<file path="config.mk">
export PLATFORM = sky130hd
export DESIGN_NAME = led_matrix_frame_scanner
export DESIGN_NICKNAME = d
export VERILOG_FILES = /design/src/hdl/lmfs_pkg.sv /design/src/hdl/lmfs_frame.sv /design/src/hdl/led_matrix_frame_scanner.sv
export SDC_FILE = /design/constraint.sdc
export NUM_CORES = 1
export LEC_CHECK = 0
export BUFFER_PORTS_ARGS = -buffer_cell sky130_fd_sc_hd__buf_2
export CAP_MARGIN = 25
export CORE_MARGIN = 1
export CORE_UTILIZATION = 64
export DETAILED_ROUTE_END_ITERATION = 6
export PLACE_DENSITY = 0.86
export SETUP_SLACK_MARGIN = 0.02
export SLEW_MARGIN = 10
export SYNTH_ARGS = -nofsm -noshare
export SYNTH_HDL_FRONTEND = slang
export SYNTH_HIERARCHICAL = 1
export SYNTH_SLANG_ARGS = --single-unit
export TNS_END_PERCENT = 10
</file>
<file path="constraint.sdc">
create_clock -name i_clk -period 6.3 [get_ports i_clk]
set_input_delay 1.26 -clock i_clk [delete_from_list [all_inputs] [get_ports i_clk]]
set_output_delay 1.26 -clock i_clk [all_outputs]
set_load 0.05 [all_outputs]
</file>
<file path="src/hdl/lmfs_pkg.sv">
`timescale 1ns / 1ps
`default_nettype none

package lmfs_pkg;

    localparam int unsigned LMFS_LED_COUNT = 25;
    localparam int unsigned LMFS_LED_W     = 5;
    localparam int unsigned LMFS_ROW_W     = 2;
    localparam int unsigned LMFS_COL_W     = 9;
    localparam int unsigned LMFS_IDX_W     = 8;
    localparam int unsigned LMFS_SYM_W     = 25;

    typedef enum logic [2:0] {
        CMD_DOT_ON  = 3'd0,
        CMD_DOT_OFF = 3'd1,
        CMD_DOT_SET = 3'd2,
        CMD_CLEAR   = 3'd3,
        CMD_LOAD    = 3'd4,
        CMD_TICK    = 3'd5
    } t_cmd;

    typedef enum logic [2:0] {
        ST_IDLE,
        ST_MOD,
        ST_EXEC,
        ST_SYM,
        ST_REPLY
    } t_state;

    typedef struct packed {
        logic                  clear_all;
        logic                  wr_en;
        logic                  lit;
        logic [LMFS_ROW_W-1:0] row;
        logic [LMFS_COL_W-1:0] mask;
    } t_frame_op;

    // electrical row of each logical LED
    function automatic logic [LMFS_ROW_W-1:0] led_row(input logic [LMFS_LED_W-1:0] n);
        logic [LMFS_ROW_W-1:0] r;
        case (n)
            5'd0:    r = 2'd0;
            5'd1:    r = 2'd1;
            5'd2:    r = 2'd0;
            5'd3:    r = 2'd1;
            5'd4:    r = 2'd0;
            5'd5:    r = 2'd2;
            5'd6:    r = 2'd2;
            5'd7:    r = 2'd2;
            5'd8:    r = 2'd2;
            5'd9:    r = 2'd2;
            5'd10:   r = 2'd1;
            5'd11:   r = 2'd0;
            5'd12:   r = 2'd1;
            5'd13:   r = 2'd2;
            5'd14:   r = 2'd1;
            5'd15:   r = 2'd0;
            5'd16:   r = 2'd0;
            5'd17:   r = 2'd0;
            5'd18:   r = 2'd0;
            5'd19:   r = 2'd0;
            5'd20:   r = 2'd2;
            5'd21:   r = 2'd1;
            5'd22:   r = 2'd2;
            5'd23:   r = 2'd1;
            5'd24:   r = 2'd2;
            default: r = 2'd0;
        endcase
        return r;
    endfunction

    // column bit of each logical LED
    function automatic logic [LMFS_COL_W-1:0] led_mask(input logic [LMFS_LED_W-1:0] n);
        logic [LMFS_COL_W-1:0] m;
        case (n)
            5'd0:    m = 9'd1;
            5'd1:    m = 9'd8;
            5'd2:    m = 9'd2;
            5'd3:    m = 9'd16;
            5'd4:    m = 9'd4;
            5'd5:    m = 9'd8;
            5'd6:    m = 9'd16;
            5'd7:    m = 9'd32;
            5'd8:    m = 9'd64;
            5'd9:    m = 9'd128;
            5'd10:   m = 9'd2;
            5'd11:   m = 9'd256;
            5'd12:   m = 9'd4;
            5'd13:   m = 9'd256;
            5'd14:   m = 9'd1;
            5'd15:   m = 9'd128;
            5'd16:   m = 9'd64;
            5'd17:   m = 9'd32;
            5'd18:   m = 9'd16;
            5'd19:   m = 9'd8;
            5'd20:   m = 9'd4;
            5'd21:   m = 9'd64;
            5'd22:   m = 9'd1;
            5'd23:   m = 9'd32;
            5'd24:   m = 9'd2;
            default: m = 9'd0;
        endcase
        return m;
    endfunction

    // subtrahend for each step of the modulo-25 reduction: 200, 100, 50, 25
    function automatic logic [LMFS_IDX_W-1:0] mod_step_k(input logic [1:0] step);
        logic [LMFS_IDX_W-1:0] k;
        case (step)
            2'd0:    k = LMFS_IDX_W'(LMFS_LED_COUNT * 8);
            2'd1:    k = LMFS_IDX_W'(LMFS_LED_COUNT * 4);
            2'd2:    k = LMFS_IDX_W'(LMFS_LED_COUNT * 2);
            default: k = LMFS_IDX_W'(LMFS_LED_COUNT);
        endcase
        return k;
    endfunction

endpackage

`default_nettype wire

</file>
<file path="src/hdl/lmfs_frame.sv">
`timescale 1ns / 1ps
`default_nettype none

module lmfs_frame #(
    parameter int ELEC_ROWS = 3,
    parameter int ELEC_COLS = 9
) (
    input  wire                         i_clk,
    input  wire                         i_rst_n,
    input  wire  lmfs_pkg::t_frame_op   i_op,
    input  wire  [lmfs_pkg::LMFS_ROW_W-1:0] i_rd_row,
    output logic [ELEC_COLS-1:0]        o_rd_data
);
    import lmfs_pkg::*;

    logic [ELEC_COLS-1:0] r_rows [ELEC_ROWS];
    logic [ELEC_COLS-1:0] w_mask;

    assign w_mask = i_op.mask[ELEC_COLS-1:0];

    always_ff @(posedge i_clk) begin
        for (int r = 0; r < ELEC_ROWS; r++) begin
            if (!i_rst_n || i_op.clear_all) begin
                r_rows[r] <= '0;
            end else if (i_op.wr_en && i_op.row == LMFS_ROW_W'(r)) begin
                if (i_op.lit) begin
                    r_rows[r] <= r_rows[r] | w_mask;
                end else begin
                    r_rows[r] <= r_rows[r] & ~w_mask;
                end
            end
        end
    end

    always_comb begin
        o_rd_data = '0;
        for (int r = 0; r < ELEC_ROWS; r++) begin
            if (i_rd_row == LMFS_ROW_W'(r)) begin
                o_rd_data = r_rows[r];
            end
        end
    end

endmodule

`default_nettype wire

</file>
<file path="src/hdl/led_matrix_frame_scanner.sv">
`timescale 1ns / 1ps
`default_nettype none
// Flow from acceptance to the o_done strobe: clear, tick and unused codes pass ST_EXEC and
// ST_REPLY; dot commands first pass ST_MOD for the four compare/subtract steps of the
// modulo-25 reduction; symbol load passes ST_EXEC, then ST_SYM (one LED per cycle through
// the table), then ST_REPLY. One transaction at a time: busy drops with o_done, so the next
// one can be accepted on the edge that takes the strobe; no receiver stall.
// Synchronous active-low reset darkens the frame, stops row drive, sets columns high.
module led_matrix_frame_scanner #(
    parameter int ELEC_ROWS = 3,
    parameter int ELEC_COLS = 9
) (
    input  wire                              i_clk,
    input  wire                              i_rst_n,
    input  wire                              start,
    output logic                             busy,
    input  wire  [2:0]                       i_cmd,
    input  wire  [lmfs_pkg::LMFS_IDX_W-1:0]  i_led_index,
    input  wire                              i_dot_value,
    input  wire  [lmfs_pkg::LMFS_SYM_W-1:0]  i_symbol_bits,
    output logic                             o_done,
    output logic [2:0]                       o_row_drive,
    output logic [lmfs_pkg::LMFS_COL_W-1:0]  o_col_drive
);
    import lmfs_pkg::*;

    t_state                r_state, n_state;
    logic [2:0]            r_cmd, n_cmd;
    logic [LMFS_IDX_W-1:0] r_idx, n_idx;
    logic                  r_val, n_val;
    logic [LMFS_SYM_W-1:0] r_sym, n_sym;
    logic [1:0]            r_step, n_step;
    logic [LMFS_LED_W-1:0] r_cnt, n_cnt;
    logic [LMFS_ROW_W-1:0] r_scan, n_scan;
    logic                  r_active, n_active;
    logic [LMFS_COL_W-1:0] r_col, n_col;
    logic                  r_done, n_done;

    t_frame_op             w_op;
    logic [LMFS_LED_W-1:0] w_led;
    logic [LMFS_IDX_W-1:0] w_k;
    logic [LMFS_ROW_W-1:0] w_next_scan;
    logic [ELEC_COLS-1:0]  w_rd_data;

    lmfs_frame #(
        .ELEC_ROWS(ELEC_ROWS),
        .ELEC_COLS(ELEC_COLS)
    ) u_frame (
        .i_clk     (i_clk),
        .i_rst_n   (i_rst_n),
        .i_op      (w_op),
        .i_rd_row  (w_next_scan),
        .o_rd_data (w_rd_data)
    );

    assign w_led       = (r_state == ST_SYM) ? r_cnt : r_idx[LMFS_LED_W-1:0];
    assign w_k         = mod_step_k(r_step);
    assign w_next_scan = (r_scan == LMFS_ROW_W'(ELEC_ROWS - 1)) ? '0 : r_scan + 1'b1;

    always_ff @(posedge i_clk) begin
        if (!i_rst_n) begin
            r_state  <= ST_IDLE;
            r_scan   <= '0;
            r_active <= 1'b0;
            r_col    <= '1;
            r_done   <= 1'b0;
        end else begin
            r_state  <= n_state;
            r_scan   <= n_scan;
            r_active <= n_active;
            r_col    <= n_col;
            r_done   <= n_done;
        end
    end

    always_ff @(posedge i_clk) begin
        r_cmd  <= n_cmd;
        r_idx  <= n_idx;
        r_val  <= n_val;
        r_sym  <= n_sym;
        r_step <= n_step;
        r_cnt  <= n_cnt;
    end

    always_comb begin
        n_state  = r_state;
        n_cmd    = r_cmd;
        n_idx    = r_idx;
        n_val    = r_val;
        n_sym    = r_sym;
        n_step   = r_step;
        n_cnt    = r_cnt;
        n_scan   = r_scan;
        n_active = r_active;
        n_col    = r_col;
        n_done   = 1'b0;

        w_op.clear_all = 1'b0;
        w_op.wr_en     = 1'b0;
        w_op.lit       = 1'b1;
        w_op.row       = led_row(w_led);
        w_op.mask      = led_mask(w_led);

        case (r_state)
            ST_IDLE: begin
                if (start) begin
                    n_cmd  = i_cmd;
                    n_idx  = i_led_index;
                    n_val  = i_dot_value;
                    n_sym  = i_symbol_bits;
                    n_step = '0;
                    if (i_cmd == CMD_DOT_ON || i_cmd == CMD_DOT_OFF
                            || i_cmd == CMD_DOT_SET) begin
                        n_state = ST_MOD;
                    end else begin
                        n_state = ST_EXEC;
                    end
                end
            end
            ST_MOD: begin
                if (r_idx >= w_k) begin
                    n_idx = r_idx - w_k;
                end
                n_step = r_step + 1'b1;
                if (r_step == 2'd3) begin
                    n_state = ST_EXEC;
                end
            end
            ST_EXEC: begin
                n_state = ST_REPLY;
                case (r_cmd)
                    CMD_DOT_ON: begin
                        w_op.wr_en = 1'b1;
                    end
                    CMD_DOT_OFF: begin
                        w_op.wr_en = 1'b1;
                        w_op.lit   = 1'b0;
                    end
                    CMD_DOT_SET: begin
                        w_op.wr_en = 1'b1;
                        w_op.lit   = r_val;
                    end
                    CMD_CLEAR: begin
                        w_op.clear_all = 1'b1;
                    end
                    CMD_LOAD: begin
                        w_op.clear_all = 1'b1;
                        n_cnt          = '0;
                        n_state        = ST_SYM;
                    end
                    CMD_TICK: begin
                        n_scan   = w_next_scan;
                        n_active = 1'b1;
                        n_col    = ~LMFS_COL_W'(w_rd_data);
                    end
                    default: begin
                    end
                endcase
            end
            ST_SYM: begin
                w_op.wr_en = r_sym[0];
                n_sym      = r_sym >> 1;
                n_cnt      = r_cnt + 1'b1;
                if (r_cnt == LMFS_LED_W'(LMFS_LED_COUNT - 1)) begin
                    n_state = ST_REPLY;
                end
            end
            ST_REPLY: begin
                n_done  = 1'b1;
                n_state = ST_IDLE;
            end
            default: begin
                n_state = ST_IDLE;
            end
        endcase
    end

    assign busy        = (r_state != ST_IDLE);
    assign o_done      = r_done;
    assign o_row_drive = r_active ? (3'b001 << r_scan) : 3'b000;
    assign o_col_drive = r_col;

    a_done_single: assert property (@(posedge i_clk) disable iff (!i_rst_n)
        o_done |=> !o_done)
        else $error("result strobe held longer than one cycle");

    a_done_idle: assert property (@(posedge i_clk) disable iff (!i_rst_n)
        o_done |-> !busy)
        else $error("result strobe while still busy");

    a_accept_busy: assert property (@(posedge i_clk) disable iff (!i_rst_n)
        (start && !busy) |=> busy)
        else $error("accepted transaction did not raise busy");

    a_row_onehot: assert property (@(posedge i_clk) disable iff (!i_rst_n)
        $onehot0(o_row_drive))
        else $error("more than one row driven");

    a_idx_reduced: assert property (@(posedge i_clk) disable iff (!i_rst_n)
        (r_state == ST_EXEC && (r_cmd == CMD_DOT_ON || r_cmd == CMD_DOT_OFF
            || r_cmd == CMD_DOT_SET)) |-> (r_idx < LMFS_IDX_W'(LMFS_LED_COUNT)))
        else $error("LED index not reduced below 25");

endmodule

`default_nettype wire
</file>
After elaboration in Yosys (flattened, before gate mapping)
Memories as Yosys holds them, arrays and structs flattened.
Cells that the tools add are included.
Cells by class
  $add $sub $neg: 4
  multiply operators: 0
  div/mod/pow operators: 0
  $lt $le $gt $ge: 1
  equal/unequal tests: 25
  shifts and indexed selects: 1
  mux-type cells: 57
  bitwise gates (word level): 14
  reductions and logical operators: 26
Operators with widths (count)
  two-way mux 9 bit: 9
  case mux 25 bit (2 select lines): 1
  AND 9 bit: 3
  two-way mux 1 bit: 27
  OR 9 bit: 3
  two-way mux 25 bit: 1
  case mux 8 bit (3 select lines): 1
  NOT 9 bit: 2
  two-way mux 8 bit: 2
  case mux 8 bit (2 select lines): 1
  == test 3 x 2 -> 1 bit (second input constant): 5
  two-way mux 3 bit: 5
  case mux 3 bit (4 select lines): 1
  == test 2 bit (second input constant): 5
  two-way mux 5 bit: 2
  case mux 5 bit (2 select lines): 1
  AND reduction 2 bit: 5
  == test 3 x 1 -> 1 bit (second input constant): 3
  == test 3 bit (second input constant): 3
  zero test 3 bit: 3
  >= comparator 8 bit: 1
  subtractor 8 bit: 1
  == test 2 x 1 -> 1 bit (second input constant): 3
  zero test 2 bit: 3
  18 further kinds: 37
Storage, ports and cells
  bits in registers: 60
  latch bits: 0
  memory bits (writable): 27
  ROM bits: 352
  input bits: 40
  logic and storage cells: 142
  memories: 3
Memories
  (no name shown): depth 32, width 9, read ports 1, clocked after Yosys merged registers in 0, wr ports 0, line lmfs_pkg.sv:75  | case (n)
  (no name shown): depth 32, width 2, read ports 1, clocked after Yosys merged registers in 0, wr ports 0, line lmfs_pkg.sv:41  | case (n)
  u_frame.r_rows: depth 3, width 9, read ports 3, clocked after Yosys merged registers in 0, wr ports 3, line lmfs_frame.sv:16  | logic [ELEC_COLS-1:0] r_rows [ELEC_ROWS];

Longest topological paths before layout
Gate-level depths: netlist (run 1).
  depth after elaboration: 10
  gate-level depth with buffers: 11
  depth with buffers taken out: 8

Hierarchy
Netlist (run 1), hierarchy kept.
By module, submodules not included
  led_matrix_frame_scanner: instances 1, cells an instance 345, area an instance 3608.5 um^2, seq. area each 1641.6 um^2
  lmfs_frame: instances 1, cells an instance 119, area an instance 1552.7 um^2, seq. area each 810.8 um^2

Worst setup path before layout (run 1)
OpenSTA, ideal clock, no wires.
  kind: register -> register
  from: register r_state[1]
  to: memory u_frame.r_rows[2][0], enable pin
  setup time: 387 ps
  arrival time: 2341 ps
  setup slack: 3572 ps
  cell stages (with the launch flop): 10
  buffers on the path: 3
  clock period less this slack: 2728 ps
  cell sequence: dfxtp_1 -> buf_4 -> nand3b_1 -> buf_6 -> buf_4 -> a221oi_1 -> a31oi_1 -> a211oi_1 -> nand2_1 -> o21ai_0
RTL lines
  start: declaration: line led_matrix_frame_scanner.sv:27  | t_state r_state, n_state;
  start signal: assignment: line led_matrix_frame_scanner.sv:68  | r_state <= n_state;
  end: declaration: line lmfs_frame.sv:16

==> results.cfg, run 1 <==
[power]
pwr-share-comb = 0.324
vdd_drop_max_mv = 0.217
leakage_uw = 0.00217
sw_frac_of_total = 0.343
p_clk_frac = 0.243
pwr-share-seq = 0.434
p_int_uw = 1170
p_sw_uw = 614
powerDensity_nw_per_um2 = 319

[clock_tree]
cts_tree = built
post-cts-setup-buffer-count = 0
root_buffer = clkbuf_8
worstSkewPairLatency_ps = 360
htreeDepth = 3
cts_buffer_depth = 2
cts_hold_buf = 0
clkTransAtPathRegs_ps = 90
post_cts_resized = 0
numCtsBuffers = 9
clock-sinks = 87

[timing]
finalCritPeriodShare = 0.601
min_period_ps = 3790
tightest_slew_ps = 875
slew_violations = 0
holdWs_ps = 489
relSlewSlack = 0.412
skew_ps = 11.1
rsz0062_at_grt = no
final_hold_viol_count = 0
fin_setup_tns_ps = 0
max_freq_mhz = 264
finalSetupViolCount = 0

[place]
gp_congestion = 0.864
place_hpwl_um = 7280
dpl.cell_count = 586
portBuffers = 53

[yosys]
synth_enable_flop_cells = 71
synth-simple-area-share = 0.167
synth_top_family_by_area = simple AND/OR/NAND/NOR gates
syn_nets = 519
async_flop_share = 0
synthAdderAreaFrac = 0.0378
synth_area_sq_um = 5160
synth_ff_type = edfxtp_1
yosysWarnings = 6
synth.mux.area_fraction = 0.153
postSynthAreaPerCell_sq_um = 11.1
synth_xor_area_frac = 0.0170
postSynthCellCount = 464
yosysSeqAreaShare = 0.475
synthDistinctLibCells = 54
synth-compound-area-share = 0.0982
ys_ff_latch = 87

[hold_path]
hold_depth = 2
whs_endpoint = o_col_drive[0]
hp-start = o_col_drive[0]
hp-class = reg -> reg

[cells_and_area]
layout-drive-gt1-share = 0.233
final_common_cell = edfxtp_1
nets = 552
final_cell_mix = edfxtp_1 (71), buf_2 (53), mux2i_1 (47)
antenna_cells = 0
finish.utilization = 0.721
final_cells = 604
areaGrowthSynthToFinish_pct = 8.56

[drt]
vias = 3663
viasPerCell = 6.06
drt-total-wl_um = 10200
ant_nets = 0
drtPass1Iterations = 4
post_drt_wl_per_cell_um = 17.0
drc = 0
drt-initial-drc-count = 207

[setup_path]
critPathLaunchType = register
cp.arrival_ps = 3870
crit_type = reg -> reg
crit_path_end_kind = register
rr_startpoint = r_state[0]
regToRegSetupSlack_ps = 2510
cp.required_ps = 6380
reg2reg_to = u_frame/r_rows[2][2]
reg2reg_depth = 8
worstPathMaxFanout = 51

[floorplan]
pin_count = 54
die_h_um = 91.8
num_rows = 32
core_area_sq_um = 7770
dieArea_sq_um = 8430
start_util = 0.664
die_w_um = 91.8

[grt]
gr-total-overflow = 0
grt_pass1_wl_um = 16600
grt_max_degree = 52
antenna_found_initial = 0
first_global_vias = 3522
grt_usage = 0.256

[status]
outcome = finished clean

[run]
cap_violations = 0
==> cell usage after synthesis (all sizes together), types with 3 or more instances <==
cell,instances,area share
a211oi,5,0.0073
a21oi,8,0.0085
a221oi,3,0.0051
and2,4,0.0048
buf,22,0.030
clkbuf,13,0.0095
dfxtp,16,0.062
edfxtp,71,0.41
ha,14,0.034
inv,17,0.012
mux2,26,0.057
mux2i,49,0.096
nand2,38,0.028
nand2b,9,0.012
nand3,8,0.0078
nand3b,7,0.010
nor2,23,0.017
nor2b,8,0.0097
nor3,37,0.047
nor3b,4,0.0058
o2111ai,3,0.0051
o211ai,12,0.017
o21a,3,0.0044
o21ai,13,0.013
o22ai,4,0.0061
o2bb2ai,9,0.015
or3,4,0.0048
or3b,3,0.0056
xnor2,5,0.0085
xor2,5,0.0085
==> registers in the layout, indices dropped and copies added, names as in the netlist, 2 cells and up <==
name,flops
r_step,2
u_frame/r_rows,27
r_scan,2
o_col_drive,9
r_state,3
r_sym,25
r_idx,8
r_cmd,3
r_cnt,5
==> worst max-delay path, stage by stage, from the launching register on <==
cell and delay [ps]:
dfxtp_1 470, nand3b_1 290, buf_4 540, mux2i_2 560, a211oi_1 90, a211oi_1 290, nand2_1 300, o21ai_0 680
clkbuf_2 280
==> worst max-delay path by stage <==
stage	slack [ps]	end	from	cells after the start
after CTS	2350	u_frame/r_rows[0][7]	r_state[0]	6
after global placement	2600	u_frame/r_rows[0][4]	r_state[0]	6
after detailed placement	2360	u_frame/r_rows[0][2]	r_state[0]	6
final	2510	u_frame/r_rows[2][2]	r_state[0]	8
after floorplan	3570	u_frame/r_rows[2][0]	r_state[1]	9
after global routing	2120	u_frame/r_rows[2][2]	r_state[0]	8
==> layout make-up <==
type | count | area, sq um
sequential | 87 | 2450
fill | 571 | 2160
clock inverter | 6 | 93.8
inverter | 17 | 63.8
tap | 102 | 128
multi-input combinational | 325 | 2440
clock buffer | 10 | 128
timing repair buffer | 57 | 297
==> kinds of logic (layout without fill, tap and decap cells) <==
family	after synthesis	after routing
muxes	75	75
buffers and inverters	52	90
AOI/OAI and AO/OA	71	71
and+or+nand+nor	154	154
DFF	87	87
adders and majority gates	15	15
xor gates and xnor gates	10	10
==> metal layers <==
layer,up-vias,part of all wire,track usage,wire length (um)
met5,-,0,0,0
met4,0,0.027,0.112,276
met3,22,0.043,0.0489,442
met2,102,0.51,0.429,5190
met1,1762,0.42,0.323,4340
li1,1777,-,-,-
==> through the flow <==
stage / total power (uW) / area (sq um) / setup slack (ps)
2_1_floorplan: 1240 / 5160 / 3570
6_report: 1790 / 5600 / 2510
4_1_cts: 1780 / 5590 / 2350
3_3_place_gp: 1340 / 5360 / 2600
5_1_grt: 1880 / 5600 / 2120
3_5_place_dp: 1360 / 5370 / 2360
==> power groups by stage <==
stage	Sequential, uW	Clock [uW]	Combinational [uW]
global placement	783	0	553
floorplan	760	0	484
global route	786	458	637
finish	776	434	579
CTS	776	436	572
detailed placement	788	0	568
Note: power is estimated with default switching activity, not from simulation.
==> inputs of run 2 (changes only) <==
--- a/config.mk
+++ b/config.mk
@@ -8,9 +8,9 @@
 export BUFFER_PORTS_ARGS = -buffer_cell sky130_fd_sc_hd__buf_2
 export CAP_MARGIN = 25
 export CORE_MARGIN = 1
-export CORE_UTILIZATION = 64
+export CORE_UTILIZATION = 54
 export DETAILED_ROUTE_END_ITERATION = 6
-export PLACE_DENSITY = 0.86
+export PLACE_DENSITY = 0.77
 export SETUP_SLACK_MARGIN = 0.02
 export SLEW_MARGIN = 10
 export SYNTH_ARGS = -nofsm -noshare
==> constraint.sdc (replaced) <==
create_clock -name i_clk -period 3.2 [get_ports i_clk]
set_input_delay 0.64 -clock i_clk [delete_from_list [all_inputs] [get_ports i_clk]]
set_output_delay 0.64 -clock i_clk [all_outputs]
set_load 0.05 [all_outputs]
==> run 2 against run 1 <==
  * Critical path depth down 1
  * Highest routed layer unchanged
  * Register-to-register slack got worse by 2100 ps
  * Die area rose by 18%
  * Power rose by 94%
  * Sequential power up 96%
  * Hold slack worse by 7.7 ps
==> results.cfg, run 2 (synthesis results as in run 1) <==
[cells_and_area]
final_cell_mix = edfxtp_1 (71), buf_2 (53), mux2i_1 (47)
nets = 559
n_fill_cell = 795
multiInputGateArea_sq_um = 2440
top_register = u_frame/r_rows
layout-drive-gt1-share = 0.246
areaGrowthSynthToFinish_pct = 10.4
final_cells = 638
final_common_cell = edfxtp_1
largest_reg_flops = 27
finish.utilization = 0.617
regArea_sq_um = 2450
antenna_cells = 0

[setup_path]
cp.arrival_ps = 3020
crit_type = reg -> reg
crit_path_end_kind = register
critPathLaunchType = register
worstPathMaxFanout = 53
cp.required_ps = 3380

[grt]
first_global_vias = 3565
grt_max_degree = 54
grt_pass1_wl_um = 17200
busiest_layer = met2
gr-total-overflow = 0
met3_usage = 0.0471
antenna_found_initial = 0
grt_usage = 0.219
use_met2 = 0.369
use_met1 = 0.282

[clock_tree]
post-cts-setup-buffer-count = 0
clkTransAtPathRegs_ps = 80
root_buffer = clkbuf_8
cts_buffer_depth = 2
worstSkewPairLatency_ps = 350
post_cts_resized = 0
numCtsBuffers = 9
cts_tree = built
cts_hold_buf = 0
clock-sinks = 87
htreeDepth = 3

[power]
leakage_uw = 0.00222
power_uw = 3470
powerDensity_nw_per_um2 = 609
vdd_drop_max_mv = 0.414

[timing]
finalCritPeriodShare = 0.886
relSlewSlack = 0.421
finalSetupViolCount = 0
final_hold_viol_count = 0
max_freq_mhz = 353
skew_ps = 10.8
rsz0062_at_grt = no
min_period_ps = 2830
slew_violations = 0
tightest_slew_ps = 868
fin_setup_tns_ps = 0
holdWs_ps = 481

[drt]
viasPerCell = 5.65
drt-initial-drc-count = 124
ant_nets = 0
drc = 0
post_drt_wl_per_cell_um = 15.7
drt-total-wl_um = 10000
drtPass1Iterations = 4
vias = 3605

[floorplan]
die_w_um = 99.8
dieArea_sq_um = 9950
num_rows = 35
core_area_sq_um = 9240
pin_count = 54
start_util = 0.559
die_h_um = 99.8

[place]
place_hpwl_um = 7150
portBuffers = 53
gp_congestion = 0.845
dpl.cell_count = 622

[status]
outcome = finished clean

[hold_path]
hp-class = in -> reg

[run]
cap_violations = 0
-- run 2: worst paths after layout --
path                  startpoint              endpoint  slack (ps)  cells after the start
setup / recovery      r_state[1]  u_frame/r_rows[2][4]         370                      7
hold / removal       i_dot_value                 r_val         480                      1
setup reg to reg      r_state[1]  u_frame/r_rows[2][4]         370                      7
hold reg to reg   o_col_drive[2]        o_col_drive[2]         480                      2
-- run 2: final cells by class --
type,count,share of cell area
tap,129,0.0283
inverter,17,0.0112
clock inverter,4,0.00527
timing repair buffer,64,0.0633
multi-input combinational,325,0.429
clock buffer,12,0.0329
sequential,87,0.430
-- run 2: power by group --
group / total [uW] / internal, uW / switching, uW
clock network: 797 / 402 / 395
registers: 1520 / 1400 / 115
logic: 1160 / 476 / 680
-- run 2: per-layer routing --
layer  part of all wire  wire length (um)
met2               0.50              5060
met4             0.0081                81
met3              0.042               421
met5                  0                 0
met1               0.44              4450
-- run 2: critical path, cell delays in order, from the launching register on --
cell and delay (ps):
dfxtp_1 540, nand3b_1 270, buf_12 270, mux2i_1 160
a211oi_1 200, o22ai_1 170, or3b_1 750, nor3_1 300
-- run 2: metrics by stage --
| step | area, sq um | worst slack, ps |
|---|---|---|
| after floorplan | 5160 | 472 |
| after global placement | 5480 | 491 |
| after detailed placement | 5480 | 388 |
| after CTS | 5700 | 379 |
| after global routing | 5700 | 85.8 |
| final | 5700 | 366 |
